`config.mk`:
```
export PLATFORM = sky130hd
export DESIGN_NAME = biquad_cascade_equalizer
export DESIGN_NICKNAME = d
export VERILOG_FILES = /design/src/rtl/bce_pkg.sv /design/src/rtl/biquad_cascade_equalizer.sv
export SDC_FILE = /design/constraint.sdc
export NUM_CORES = 2
export LEC_CHECK = 0
export ABC_AREA = 0
export BUFFER_PORTS_ARGS = -buffer_cell sky130_fd_sc_hd__buf_2
export CORE_UTILIZATION = 45
export DETAILED_ROUTE_END_ITERATION = 12
export PLACE_DENSITY = 0.58
export SYNTH_ARGS = -nofsm -noshare
export SYNTH_HDL_FRONTEND = slang
export SYNTH_SLANG_ARGS = --single-unit
export TNS_END_PERCENT = 20
```
`constraint.sdc`:
```
create_clock -name i_clk -period 12.6 [get_ports i_clk]
set_clock_uncertainty 0.1 [all_clocks]
set_input_delay 2.52 -clock i_clk [delete_from_list [all_inputs] [get_ports i_clk]]
set_output_delay 2.52 -clock i_clk [all_outputs]
set_load 0.02 [all_outputs]
```
`src/rtl/bce_pkg.sv`:
```
// ---------------------------------------------------------------------------
// bce_pkg
// Constants, codes and helpers of the biquad cascade equalizer.
// ---------------------------------------------------------------------------
`timescale 1ns / 1ps
`default_nettype none

package bce_pkg;

    localparam int MaxSections     = 8;
    localparam int CoefsPerSection = 5;
    localparam int DelayWidth      = 48;
    localparam int DelayFrac       = DelayWidth - 40;
    localparam int SampleWidth     = 32;
    localparam int CoefWidth       = 32;
    localparam int GainWidth       = 17;
    localparam int CountWidth      = 4;
    localparam int SecWidth        = $clog2(MaxSections);
    localparam int CoefAddrWidth   = $clog2(MaxSections * CoefsPerSection);
    localparam int CoefDepth       = MaxSections * CoefsPerSection;
    localparam int DigitWidth      = 4;
    localparam int DigitSteps      = CoefWidth / DigitWidth;
    localparam int ProdWidth       = DelayWidth + CoefWidth + DigitWidth;
    localparam int RoundShift      = 28;
    localparam int GainShift       = 16;
    localparam int InDataWidth     = 72;
    localparam logic [GainWidth-1:0] UnityGain = 17'h10000;

    // Input word kinds.
    typedef enum logic [1:0] {
        FUNC_FILTER = 2'd0,
        FUNC_LOAD   = 2'd1,
        FUNC_CLEAR  = 2'd2,
        FUNC_NONE   = 2'd3
    } t_func;

    // Coefficient slots within one section.
    typedef enum logic [2:0] {
        COEF_B0 = 3'd0,
        COEF_B1 = 3'd1,
        COEF_B2 = 3'd2,
        COEF_A1 = 3'd3,
        COEF_A2 = 3'd4
    } t_coef_sel;

    // Configuration register indexes.
    localparam logic CFG_SECTION_COUNT = 1'b0;
    localparam logic CFG_HEADROOM_GAIN = 1'b1;

    // Order of the products within one section: b0, a1, b1, a2, b2.
    function automatic t_coef_sel step_coef(input logic [2:0] step);
        t_coef_sel sel;
        case (step)
            3'd0:    sel = COEF_B0;
            3'd1:    sel = COEF_A1;
            3'd2:    sel = COEF_B1;
            3'd3:    sel = COEF_A2;
            default: sel = COEF_B2;
        endcase
        return sel;
    endfunction

endpackage

`default_nettype wire

```
`src/rtl/biquad_cascade_equalizer.sv`:
```
// ---------------------------------------------------------------------------
// biquad_cascade_equalizer
// Cascade of up to eight transposed direct form II biquads in fixed point,
// with a digit-serial shared multiplier, headroom gain and int32 saturation.
// ---------------------------------------------------------------------------
//  Channel   Direction  Contents
//  s_axis    in         tdata: sample_in, coef_section, coef_select, coef_value
//                       tuser: func
//  m_axis    out        tdata: sample_out; tuser: clipped
//  i_cfg     in         write enable, register index, write data
//
//  Input is taken only in the idle state, so a filter word with n sections
//  in use runs to its output before the next accept; each of its 5*n products
//  and the final gain product takes 4 bits of its multiplier per cycle in one
//  shared 48x4 unit. Load, clear and pass-through words take no products.
//  Reset is synchronous and clears control and delay state, not coefficients.
//  A waiting output word does not block input until the next result is ready.
// ---------------------------------------------------------------------------
`timescale 1ns / 1ps
`default_nettype none

module biquad_cascade_equalizer (
    input  logic        i_clk,
    input  logic        i_rst_n,
    input  logic        i_cfg_we,
    input  logic        i_cfg_index,
    input  logic [16:0] i_cfg_wdata,
    input  logic        s_axis_tvalid,
    output logic        s_axis_tready,
    // sample_in[31:0], coef_section[34:32], coef_select[37:35],
    // coef_value[69:38], zero pad[71:70]
    input  logic [71:0] s_axis_tdata,
    // func[1:0]
    input  logic [1:0]  s_axis_tuser,
    output logic        m_axis_tvalid,
    input  logic        m_axis_tready,
    // sample_out[31:0]
    output logic [31:0] m_axis_tdata,
    // clipped[0]
    output logic [0:0]  m_axis_tuser
);

    localparam int DW = bce_pkg::DelayWidth;
    localparam int PW = bce_pkg::ProdWidth;
    localparam int CW = bce_pkg::CoefWidth;
    localparam int SW = bce_pkg::SampleWidth;
    localparam int RW = PW - bce_pkg::RoundShift;
    localparam int GW = DW - bce_pkg::DelayFrac + 1;

    typedef enum logic [2:0] {
        S_IDLE, S_ADDR, S_LOAD, S_MUL, S_ACT, S_GAIN, S_OUT
    } t_state;

    // Saturating add at the delay width.
    function automatic logic signed [DW-1:0] sat_add(input logic signed [DW-1:0] a,
                                                     input logic signed [DW-1:0] b);
        logic signed [DW:0] s;
        s = {a[DW-1], a} + {b[DW-1], b};
        if (s[DW] != s[DW-1])
            return s[DW] ? {1'b1, {(DW-1){1'b0}}} : {1'b0, {(DW-1){1'b1}}};
        return s[DW-1:0];
    endfunction

    // Configuration registers.
    logic [bce_pkg::CountWidth-1:0] r_section_count;
    logic [bce_pkg::GainWidth-1:0]  r_gain;

    always_ff @(posedge i_clk) begin
        if (!i_rst_n) begin
            r_section_count <= '0;
            r_gain          <= bce_pkg::UnityGain;
        end else if (i_cfg_we) begin
            unique case (i_cfg_index)
                bce_pkg::CFG_SECTION_COUNT: r_section_count <= i_cfg_wdata[3:0];
                bce_pkg::CFG_HEADROOM_GAIN: r_gain          <= i_cfg_wdata;
                default:                    r_gain          <= r_gain;
            endcase
        end
    end

    // Input field split.
    bce_pkg::t_func                   w_func;
    logic signed [SW-1:0]             w_sample;
    logic [bce_pkg::SecWidth-1:0]     w_csec;
    logic [2:0]                       w_csel;
    logic [CW-1:0]                    w_cval;
    logic                             w_accept;

    assign w_func   = bce_pkg::t_func'(s_axis_tuser);
    assign w_sample = s_axis_tdata[31:0];
    assign w_csec   = s_axis_tdata[34:32];
    assign w_csel   = s_axis_tdata[37:35];
    assign w_cval   = s_axis_tdata[69:38];
    assign w_accept = s_axis_tvalid && s_axis_tready;

    // Sequencer registers.
    t_state                         r_state;
    logic [bce_pkg::SecWidth-1:0]   r_sec;
    logic [bce_pkg::SecWidth-1:0]   r_last;
    logic [2:0]                     r_step;
    logic [2:0]                     r_dig;
    logic signed [DW-1:0]           r_x;
    logic signed [DW-1:0]           r_y;
    logic signed [DW-1:0]           r_acc;
    logic signed [DW-1:0]           r_z1 [bce_pkg::MaxSections];
    logic signed [DW-1:0]           r_z2 [bce_pkg::MaxSections];
    logic [PW-1:0]                  r_prod;
    logic [DW-1:0]                  r_ua;
    logic                           r_neg;
    logic [SW-1:0]                  r_res;
    logic                           r_clip;
    logic                           r_mvalid;
    logic [SW-1:0]                  r_mdata;
    logic                           r_mclip;

    // Coefficient memory, written by load words, with a registered read.
    logic [CW-1:0]                  r_coef_mem [bce_pkg::CoefDepth];
    logic [CW-1:0]                  r_coef_q;
    logic [bce_pkg::CoefAddrWidth-1:0] w_waddr;
    logic [bce_pkg::CoefAddrWidth-1:0] w_raddr;
    logic                           w_cwe;

    assign w_waddr = {1'b0, w_csec, 2'b00} + {3'b000, w_csec} + {3'b000, w_csel};
    assign w_raddr = {1'b0, r_sec, 2'b00} + {3'b000, r_sec}
                   + {3'b000, 3'(bce_pkg::step_coef(r_step))};
    assign w_cwe   = w_accept && (w_func == bce_pkg::FUNC_LOAD)
                   && (w_csel <= 3'(bce_pkg::COEF_A2));

    always_ff @(posedge i_clk) begin
        if (w_cwe)
            r_coef_mem[w_waddr] <= w_cval;
        r_coef_q <= r_coef_mem[w_raddr];
    end

    // Sections in use, capped at the cascade length.
    logic [bce_pkg::CountWidth-1:0] w_n;
    assign w_n = (r_section_count > 4'(bce_pkg::MaxSections))
               ? 4'(bce_pkg::MaxSections) : r_section_count;

    // Coefficient magnitude and multiplicand selection for the next product.
    logic [CW-1:0]        w_uc;
    logic signed [DW-1:0] w_opnd;
    logic [DW-1:0]        w_uopnd;
    logic                 w_ynode;
    assign w_uc    = r_coef_q[CW-1] ? (~r_coef_q + 1'b1) : r_coef_q;
    assign w_ynode = (r_step == 3'd1) || (r_step == 3'd3);
    assign w_opnd  = w_ynode ? r_y : r_x;
    assign w_uopnd = w_opnd[DW-1] ? (~w_opnd + 1'b1) : w_opnd;

    // One digit step: add multiplicand times the low digit, shift right.
    logic [DW+bce_pkg::DigitWidth-1:0] w_pp;
    logic [PW-DW-CW+DW:0] w_mac;
    assign w_pp  = r_ua * r_prod[bce_pkg::DigitWidth-1:0];
    assign w_mac = {1'b0, r_prod[PW-1:CW]} + {1'b0, w_pp};

    // Round half away from zero at 2^-28, then saturate with sign.
    logic [RW-1:0]        w_round;
    logic signed [DW-1:0] w_m;
    assign w_round = r_prod[PW-1:bce_pkg::RoundShift]
                   + RW'(r_prod[bce_pkg::RoundShift-1]);
    always_comb begin
        if (w_round >= RW'({1'b1, {(DW-1){1'b0}}}))
            w_m = r_neg ? {1'b1, {(DW-1){1'b0}}} : {1'b0, {(DW-1){1'b1}}};
        else if (r_neg)
            w_m = -$signed(w_round[DW-1:0]);
        else
            w_m = w_round[DW-1:0];
    end

    // Gain result: product shifted right by 16, magnitude 41 bits.
    logic [GW-1:0] w_gmag;
    assign w_gmag = r_prod[bce_pkg::GainShift+GW-1:bce_pkg::GainShift];

    // Effective gain, zero or above unity taken as unity.
    logic [bce_pkg::GainWidth-1:0] w_geff;
    assign w_geff = ((r_gain == '0) || (r_gain > bce_pkg::UnityGain))
                  ? bce_pkg::UnityGain : r_gain;

    // Magnitude of the cascade output; its integer part feeds the gain product.
    logic [DW-1:0] w_xmag;
    assign w_xmag = r_x[DW-1] ? (~r_x + 1'b1) : r_x;

    assign s_axis_tready = (r_state == S_IDLE);
    assign m_axis_tvalid = r_mvalid;
    assign m_axis_tdata  = r_mdata;
    assign m_axis_tuser  = r_mclip;

    // Sequencer, delay state and output register.
    always_ff @(posedge i_clk) begin
        if (!i_rst_n) begin
            r_state  <= S_IDLE;
            r_mvalid <= 1'b0;
            for (int i = 0; i < bce_pkg::MaxSections; i++) begin
                r_z1[i] <= '0;
                r_z2[i] <= '0;
            end
        end else begin
            if (r_mvalid && m_axis_tready && (r_state != S_OUT))
                r_mvalid <= 1'b0;
            unique case (r_state)
                S_IDLE: begin
                    if (w_accept) begin
                        case (w_func)
                            bce_pkg::FUNC_FILTER: begin
                                r_sec  <= '0;
                                r_step <= '0;
                                r_last <= 3'(w_n - 1'b1);
                                r_x    <= {{(DW-SW-bce_pkg::DelayFrac){w_sample[SW-1]}},
                                           w_sample, {bce_pkg::DelayFrac{1'b0}}};
                                if (w_n == '0) begin
                                    r_res   <= w_sample;
                                    r_clip  <= 1'b0;
                                    r_state <= S_OUT;
                                end else begin
                                    r_state <= S_ADDR;
                                end
                            end
                            bce_pkg::FUNC_CLEAR: begin
                                for (int i = 0; i < bce_pkg::MaxSections; i++) begin
                                    r_z1[i] <= '0;
                                    r_z2[i] <= '0;
                                end
                            end
                            default: r_state <= S_IDLE;
                        endcase
                    end
                end
                S_ADDR: r_state <= S_LOAD;
                S_LOAD: begin
                    r_ua    <= w_uopnd;
                    r_neg   <= w_opnd[DW-1] ^ r_coef_q[CW-1] ^ w_ynode;
                    r_prod  <= {{(PW-CW){1'b0}}, w_uc};
                    r_dig   <= '0;
                    r_state <= S_MUL;
                end
                S_MUL: begin
                    r_prod <= {3'b000, w_mac, r_prod[CW-1:bce_pkg::DigitWidth]};
                    r_dig  <= r_dig + 1'b1;
                    if (r_dig == 3'(bce_pkg::DigitSteps - 1))
                        r_state <= S_ACT;
                end
                S_ACT: begin
                    case (r_step)
                        3'd0: r_y   <= sat_add(w_m, r_z1[r_sec]);
                        3'd1: r_acc <= w_m;
                        3'd2: r_z1[r_sec] <= sat_add(sat_add(r_acc, w_m), r_z2[r_sec]);
                        3'd3: r_acc <= w_m;
                        3'd4: begin
                            r_z2[r_sec] <= sat_add(w_m, r_acc);
                            r_x         <= r_y;
                        end
                        default: begin
                            if (r_neg) begin
                                r_clip <= (w_gmag > GW'(32'h80000000));
                                r_res  <= (w_gmag > GW'(32'h80000000)) ? 32'h80000000
                                        : 32'(-w_gmag);
                            end else begin
                                r_clip <= (w_gmag > GW'(32'h7FFFFFFF));
                                r_res  <= (w_gmag > GW'(32'h7FFFFFFF)) ? 32'h7FFFFFFF
                                        : w_gmag[SW-1:0];
                            end
                        end
                    endcase
                    if (r_step == 3'd4) begin
                        if (r_sec == r_last) begin
                            r_step  <= 3'd5;
                            r_state <= S_GAIN;
                        end else begin
                            r_sec   <= r_sec + 1'b1;
                            r_step  <= '0;
                            r_state <= S_ADDR;
                        end
                    end else if (r_step == 3'd5) begin
                        r_state <= S_OUT;
                    end else begin
                        r_step  <= r_step + 1'b1;
                        r_state <= S_ADDR;
                    end
                end
                S_GAIN: begin
                    r_ua    <= {{bce_pkg::DelayFrac{1'b0}},
                                w_xmag[DW-1:bce_pkg::DelayFrac]};
                    r_neg   <= r_x[DW-1];
                    r_prod  <= {{(PW-bce_pkg::GainWidth){1'b0}}, w_geff};
                    r_dig   <= '0;
                    r_state <= S_MUL;
                end
                S_OUT: begin
                    if (!r_mvalid || m_axis_tready) begin
                        r_mvalid <= 1'b1;
                        r_mdata  <= r_res;
                        r_mclip  <= r_clip;
                        r_state  <= S_IDLE;
                    end
                end
                default: r_state <= S_IDLE;
            endcase
        end
    end

endmodule

`default_nettype wire

```
## After elaboration in Yosys (flattened, before gate mapping)

Memory sizes are Yosys's and may differ from the RTL's. A register that Yosys moved wholly into a read port is not among the register bits.
Index checks and enable logic that the tools add are counted.

| operators by class | value |
|---|---|
| bitwise logic cells | 22 |
| reduce and logical (&&, ||, !) cells | 37 |
| mux-type cells | 127 |
| $add $sub $neg | 18 |
| multipliers | 1 |
| equal/unequal tests | 29 |
| $lt $le $gt $ge | 6 |

Operator list:

| cell | count |
|---|---|
| 2-to-1 mux 48 bit | 46 |
| 2-to-1 mux 32 bit | 8 |
| case mux 84 bit (3 select lines) | 1 |
| case mux 48 bit (2 select lines) | 2 |
| adder 48 x 48 -> 49 bit | 3 |
| adder 48 x 1 -> 48 bit, second input constant | 2 |
| NOT 48 bit | 2 |
| OR reduction 48 bit | 2 |
| case mux 32 bit (2 select lines) | 1 |
| adder 56 x 1 -> 56 bit | 1 |
| >= comparator 56 x 48 -> 1 bit, second input constant | 1 |
| 2-to-1 mux 3 bit | 18 |
| adder 52 x 52 -> 53 bit | 1 |
| multiplier 48 x 4 -> 52 bit | 1 |
| negator 48 bit | 1 |
| > comparator 41 x 31 -> 1 bit, second input constant | 1 |
| > comparator 41 x 32 -> 1 bit, second input constant | 1 |
| 2-to-1 mux 1 bit | 41 |
| adder 32 x 1 -> 32 bit, second input constant | 1 |
| negator 32 bit | 1 |
| NOT 32 bit | 1 |
| case mux 3 bit (2 select lines) | 4 |
| == test 3 bit, second input constant | 6 |
| case mux 3 bit (6 select lines) | 1 |
| other kinds (39) | 93 |

| storage, ports and cells | value |
|---|---|
| word-level logic and storage cells | 261 |
| output and inout port bits | 35 |
| memories kept | 3 |
| register bits | 380 |
| bits of input ports | 97 |
| memory bits (writable) | 2048 |

Memory list:

| memory | depth | bits a word | rd ports | clocked after Yosys merged registers in | wr ports | RTL line | text |
|---|---|---|---|---|---|---|---|
| r_coef_mem | 40 | 32 | 1 | 1 | 1 | biquad_cascade_equalizer.sv:117 | `logic [CW-1:0] r_coef_mem [bce_pkg::CoefDepth];` |
| r_z1 | 8 | 48 | 1 | 1 | 8 | biquad_cascade_equalizer.sv:105 | `logic signed [DW-1:0] r_z1 [bce_pkg::MaxSections];` |
| r_z2 | 8 | 48 | 1 | 1 | 8 | biquad_cascade_equalizer.sv:106 | `logic signed [DW-1:0] r_z2 [bce_pkg::MaxSections];` |

## Logic depth before layout (Yosys ltp)

| logic depth | value |
|---|---|
| word-level depth | 25 |
| depth in mapped cells | 51 |
| mapped depth without buffers | 42 |

## Least setup slack after synthesis

No wires, ideal clock.

| timing | value |
|---|---|
| path kind | flip-flop to flip-flop |
| start point | register r_prod[38] |
| end point | memory r_z1[0][29] (netlist name), data pin |
| clock period less this slack | 10.457 ns |
| stages on the path, launching flop included | 49 |
| arrival | 10.086 ns |
| required time | 12.229 ns |
| setup slack | 2.143 ns |
| path through | edfxtp_1 -> clkbuf_1 -> nand4_1 -> nor4_1 -> nand2_1 -> nor4_2 -> nand4_1 -> mux2i_1 -> nand3_1 -> nor2_2 -> buf_2 -> a21oi_1 -> nor2_1 -> a21oi_1 -> ha_1 -> and2_1 -> clkbuf_1 -> nand3_1 -> (+13 left out) -> a21boi_1 -> inv_1 -> ha_1 -> fa_1 -> a211oi_1 -> o21ai_0 -> a31oi_1 -> o21a_1 -> o41ai_1 -> o21ai_0 -> o21ai_1 -> a31o_2 -> clkbuf_1 -> nor2b_1 -> buf_2 -> clkbuf_1 -> a21oi_1 -> nor2_1 |

RTL lines:

| what | RTL line | text |
|---|---|---|
| start: declaration | biquad_cascade_equalizer.sv:107 | `logic [PW-1:0] r_prod;` |
| start signal: assignment | biquad_cascade_equalizer.sv:232 | `r_prod <= {{(PW-CW){1'b0}}, w_uc};` |
| start signal: assignment | biquad_cascade_equalizer.sv:237 | `r_prod <= {3'b000, w_mac, r_prod[CW-1:bce_pkg::DigitWidth]};` |
| start signal: assignment | biquad_cascade_equalizer.sv:284 | `r_prod <= {{(PW-bce_pkg::GainWidth){1'b0}}, w_geff};` |
| end: declaration | biquad_cascade_equalizer.sv:105 |  |

==> results.cfg <==
[pwr]
p_clk_share_pct = 37.6
p_comb_share_pct = 17.2
power.leakage_nw = 48.1
switching_share_pct = 28.1
peakVddDrop_v = 0.000125
p_sw_mw = 5.80
power-per-cell-area_nw_per_um2 = 154
p_int_mw = 14.9
power_frac_seq_pct = 45.2

[place]
io_buffers = 129
hpwl_mm = 230
gp_routability_congestion = 0.942

[synthesis]
synth.most_common_cell = edfxtp_1
ys_ff_latch = 2460
ys_warn_count = 0
synth_edf_count = 2400
syn_area_um2 = 119000
ys_seq_area_share_pct = 61.6
ys_types = 89
synth.largest_area_cell = edfxtp_1
synthFlopType = edfxtp_1
synth-async-reset-ratio_pct = 0
ys_top_cells_by_count = 2400 x edfxtp_1, 1141 x nor2_1, 695 x nand2_1
netlist.area_leader.share_pct = 60.6
syn_inst = 8471
synth.avg_cell_area_um2 = 14.1
syn_nets = 8953
synthTopCellsByArea = edfxtp_1 61%, mux4_2 11%, nor2_1 3.6%, ha_1 2.5%, fa_1 2.5%

[sta]
worstMarginPinSlew_ns = 1.46
whs_ns = 0.314
finalCritPeriodShare_pct = 94.2
hold_viol = 0
finalMaxSlewViolations = 0
fmax_mhz = 84.2
setup_viol = 0
slew_headroom_pct = 2.58
period_minus_slack_ns = 11.87

[cts]
clockBufferDepth = 4
cts-htree-levels = 5
clkTransAtPathRegs_ns = 0.07
numCtsBuffers = 271
cts-root-buf = clkbuf_16
cts_tree = built
cts_setup_buffers = 0
clk_latency_ns = 0.91
cts.sinks = 2460

[worst_setup_path]
cp.arrival_ns = 12.37
critPathSlowestCell = or4_1
r2r-start = r_prod[27]
rr_worst_depth = 44
cp-end-kind = flip-flop
r2r_end = r_z1[0][45]
crit_type = flip-flop to flip-flop
crit_required_ns = 13.10
path_max_fanout = 27
critical-path-max-stage-delay_ns = 0.55
cp-start-kind = flip-flop
r2r_slack_ns = 0.73
critPathMostFrequentCell = a21oi_1

[cells_and_area]
fill_cells = 22099
final_nets = 9187
area_delta_synth_final_pct = 12.7
layout-drive-gt1-share_pct = 18.5
final_core_util_pct = 51.0

[detailed_routing]
dr.pass1.iters = 6
wirelength_mm = 355
vias = 75473
antenna_left = 0
avgRoutedWirePerCell_um = 28.5
drc = 0
drt-initial-drc-count = 8446
viasPerCell = 6.06

[floorplan]
die_w_um = 516
rows = 188
fp.dieArea_um2 = 267000
io-pin-count = 132
coreArea_um2 = 263000
die_h_um = 516
initial_core_util_pct = 45.3

[worst_hold_path]
min_path_cells = 0
holdCritStartpoint = r_res[12]
hold_path.class = flip-flop to flip-flop
holdPathEnd = m_axis_tdata[12]

[grt]
overflow = 0
grt_antenna_before_repair = 33
grt_pass1_vias = 73696
grt_max_degree = 126
grt_first_pass_wirelength_mm = 510
grt_usage_pct = 26.4

[run]
maxCapViolCount = 0

[outcome]
outcome = finished, final reports clean
power by group through the flow:
stage | Combinational (mW) | Clock (mW) | Sequential (mW)
after floorplan | 2.15 | 0 | 9.44
after global placement | 3.47 | 0 | 9.50
after detailed placement | 3.50 | 0 | 9.51
after CTS | 3.52 | 7.89 | 9.34
after global routing | 3.82 | 8.18 | 9.35
final | 3.57 | 7.77 | 9.34
layout by cell type (no fill, tap or decap), types with 26 or more instances in the layout:
| cell | synthesis | routed |
|---|---|---|
| clkbuf_16 | 0 | 276 |
| a21boi_0 | 29 | 29 |
| nand2_1 | 695 | 672 |
| a21o_1 | 147 | 147 |
| a211oi_1 | 60 | 60 |
| and3_1 | 57 | 56 |
| xor2_1 | 164 | 163 |
| clkbuf_1 | 387 | 54 |
| clkinv_2 | 0 | 39 |
| a21boi_1 | 36 | 35 |
| mux2i_1 | 48 | 48 |
| a31oi_1 | 93 | 92 |
| buf_2 | 28 | 129 |
| buf_4 | 1 | 301 |
| nor2_4 | 0 | 42 |
| nand3_1 | 89 | 87 |
| o21bai_1 | 39 | 39 |
| o21ai_0 | 290 | 289 |
| fa_1 | 147 | 146 |
| dfxtp_1 | 60 | 56 |
| ha_1 | 238 | 236 |
| mux4_2 | 576 | 576 |
| edfxtp_1 | 2400 | 2400 |
| or3_1 | 26 | 26 |
| a22oi_1 | 27 | 27 |
| inv_1 | 243 | 242 |
| o31ai_1 | 29 | 29 |
| nor2_1 | 1141 | 1096 |
| o21a_1 | 31 | 30 |
| nand4_1 | 70 | 70 |
| and2_1 | 104 | 102 |
| nor3_1 | 88 | 86 |
| clkinv_1 | 2 | 47 |
| mux2_2 | 103 | 103 |
| diode_2 | 0 | 29 |
| xnor2_1 | 179 | 177 |
| nand2b_1 | 36 | 36 |
| nor2b_1 | 81 | 79 |
| a21oi_1 | 353 | 341 |
metal layers:
layer / GRT usage [%] / share of wire (%)
met1: 38.7 / 43
met2: 40.0 / 45
met3: 4.69 / 9.2
met4: 8.83 / 3.3
met5: 0 / 0.033
metrics by stage:
stage               setup slack [ns]  total power, mW  instance area (um2)  TNS [ns]  std cells
floorplan                       2.14             11.6               119000         0       8471
global placement               0.724             13.0               125000         0      11947
detailed placement             0.544             13.0               125000         0      11947
CTS                            0.479             20.8               134000         0      12420
global route                 -0.0228             21.4               134000    -0.185      12437
finish                         0.727             20.7               134000         0      12449
flip-flops by register name, summed over array words and instances (netlist names), 3 cells and up, named ones only:
signal           count
r_coef_mem        1280
r_z1               384
r_z2               384
r_prod              81
r_acc               48
r_ua                48
r_x                 48
r_y                 48
m_axis_tdata        32
r_coef_q            32
r_res               32
r_gain              17
r_section_count      4
r_dig                3
r_last               3
r_sec                3
r_state              3
r_step               3
kinds of logic after synthesis:
kind of cell	share of synthesized area, %
mux	12.3
simple gates	9.28
compound gates	6.98
xor+xnor	2.52
buf+inv	2.33
fa+ha+maj	5.04
flops	61.6
cell type report:
cell class,instances,area (um2),share of cell area (%)
diodes,29,72.6,0.0541
clock buffers,337,7210,5.37
clock inverters,136,1420,1.06
inverters,245,920,0.686
multi-input cells,5282,43600,32.5
flip-flops and latches,2460,73300,54.6
well taps,3515,4400,3.28
repair buffers,445,3210,2.39
repair_timing:
action,CTS,global route
hold buffers,0,0
endpoints found under the setup margin,0,376
gates resized for setup,0,18
worst max-delay path: cells and delay by family, from the launching register on:
family | cells | cell delay (ns)
AO/OA/AOI/OAI | 17 | 4.26
buffers and inverters | 7 | 1.17
flip-flops | 1 | 0.45
XOR/XNOR | 1 | 0.40
AND/OR/NAND/NOR | 13 | 3.42
multiplexers | 1 | 0.17
adder cells (fa/ha/maj) | 5 | 1.59
how the worst max path moves through the flow:
stage / from / end / slack [ns] / cells past startpoint
2_1_floorplan: r_prod[38] / r_z1[0][29] / 2.14 / 48
3_3_place_gp: r_prod[33] / r_z1[0][12] / 0.72 / 40
3_5_place_dp: r_prod[33] / r_z1[2][12] / 0.54 / 40
4_1_cts: r_prod[33] / r_z1[2][12] / 0.48 / 40
5_1_grt: r_prod[28] / r_z1[3][32] / -0.02 / 44
6_report: r_prod[27] / r_z1[0][45] / 0.73 / 44
No activity file was read; power rests on OpenSTA's default activity.
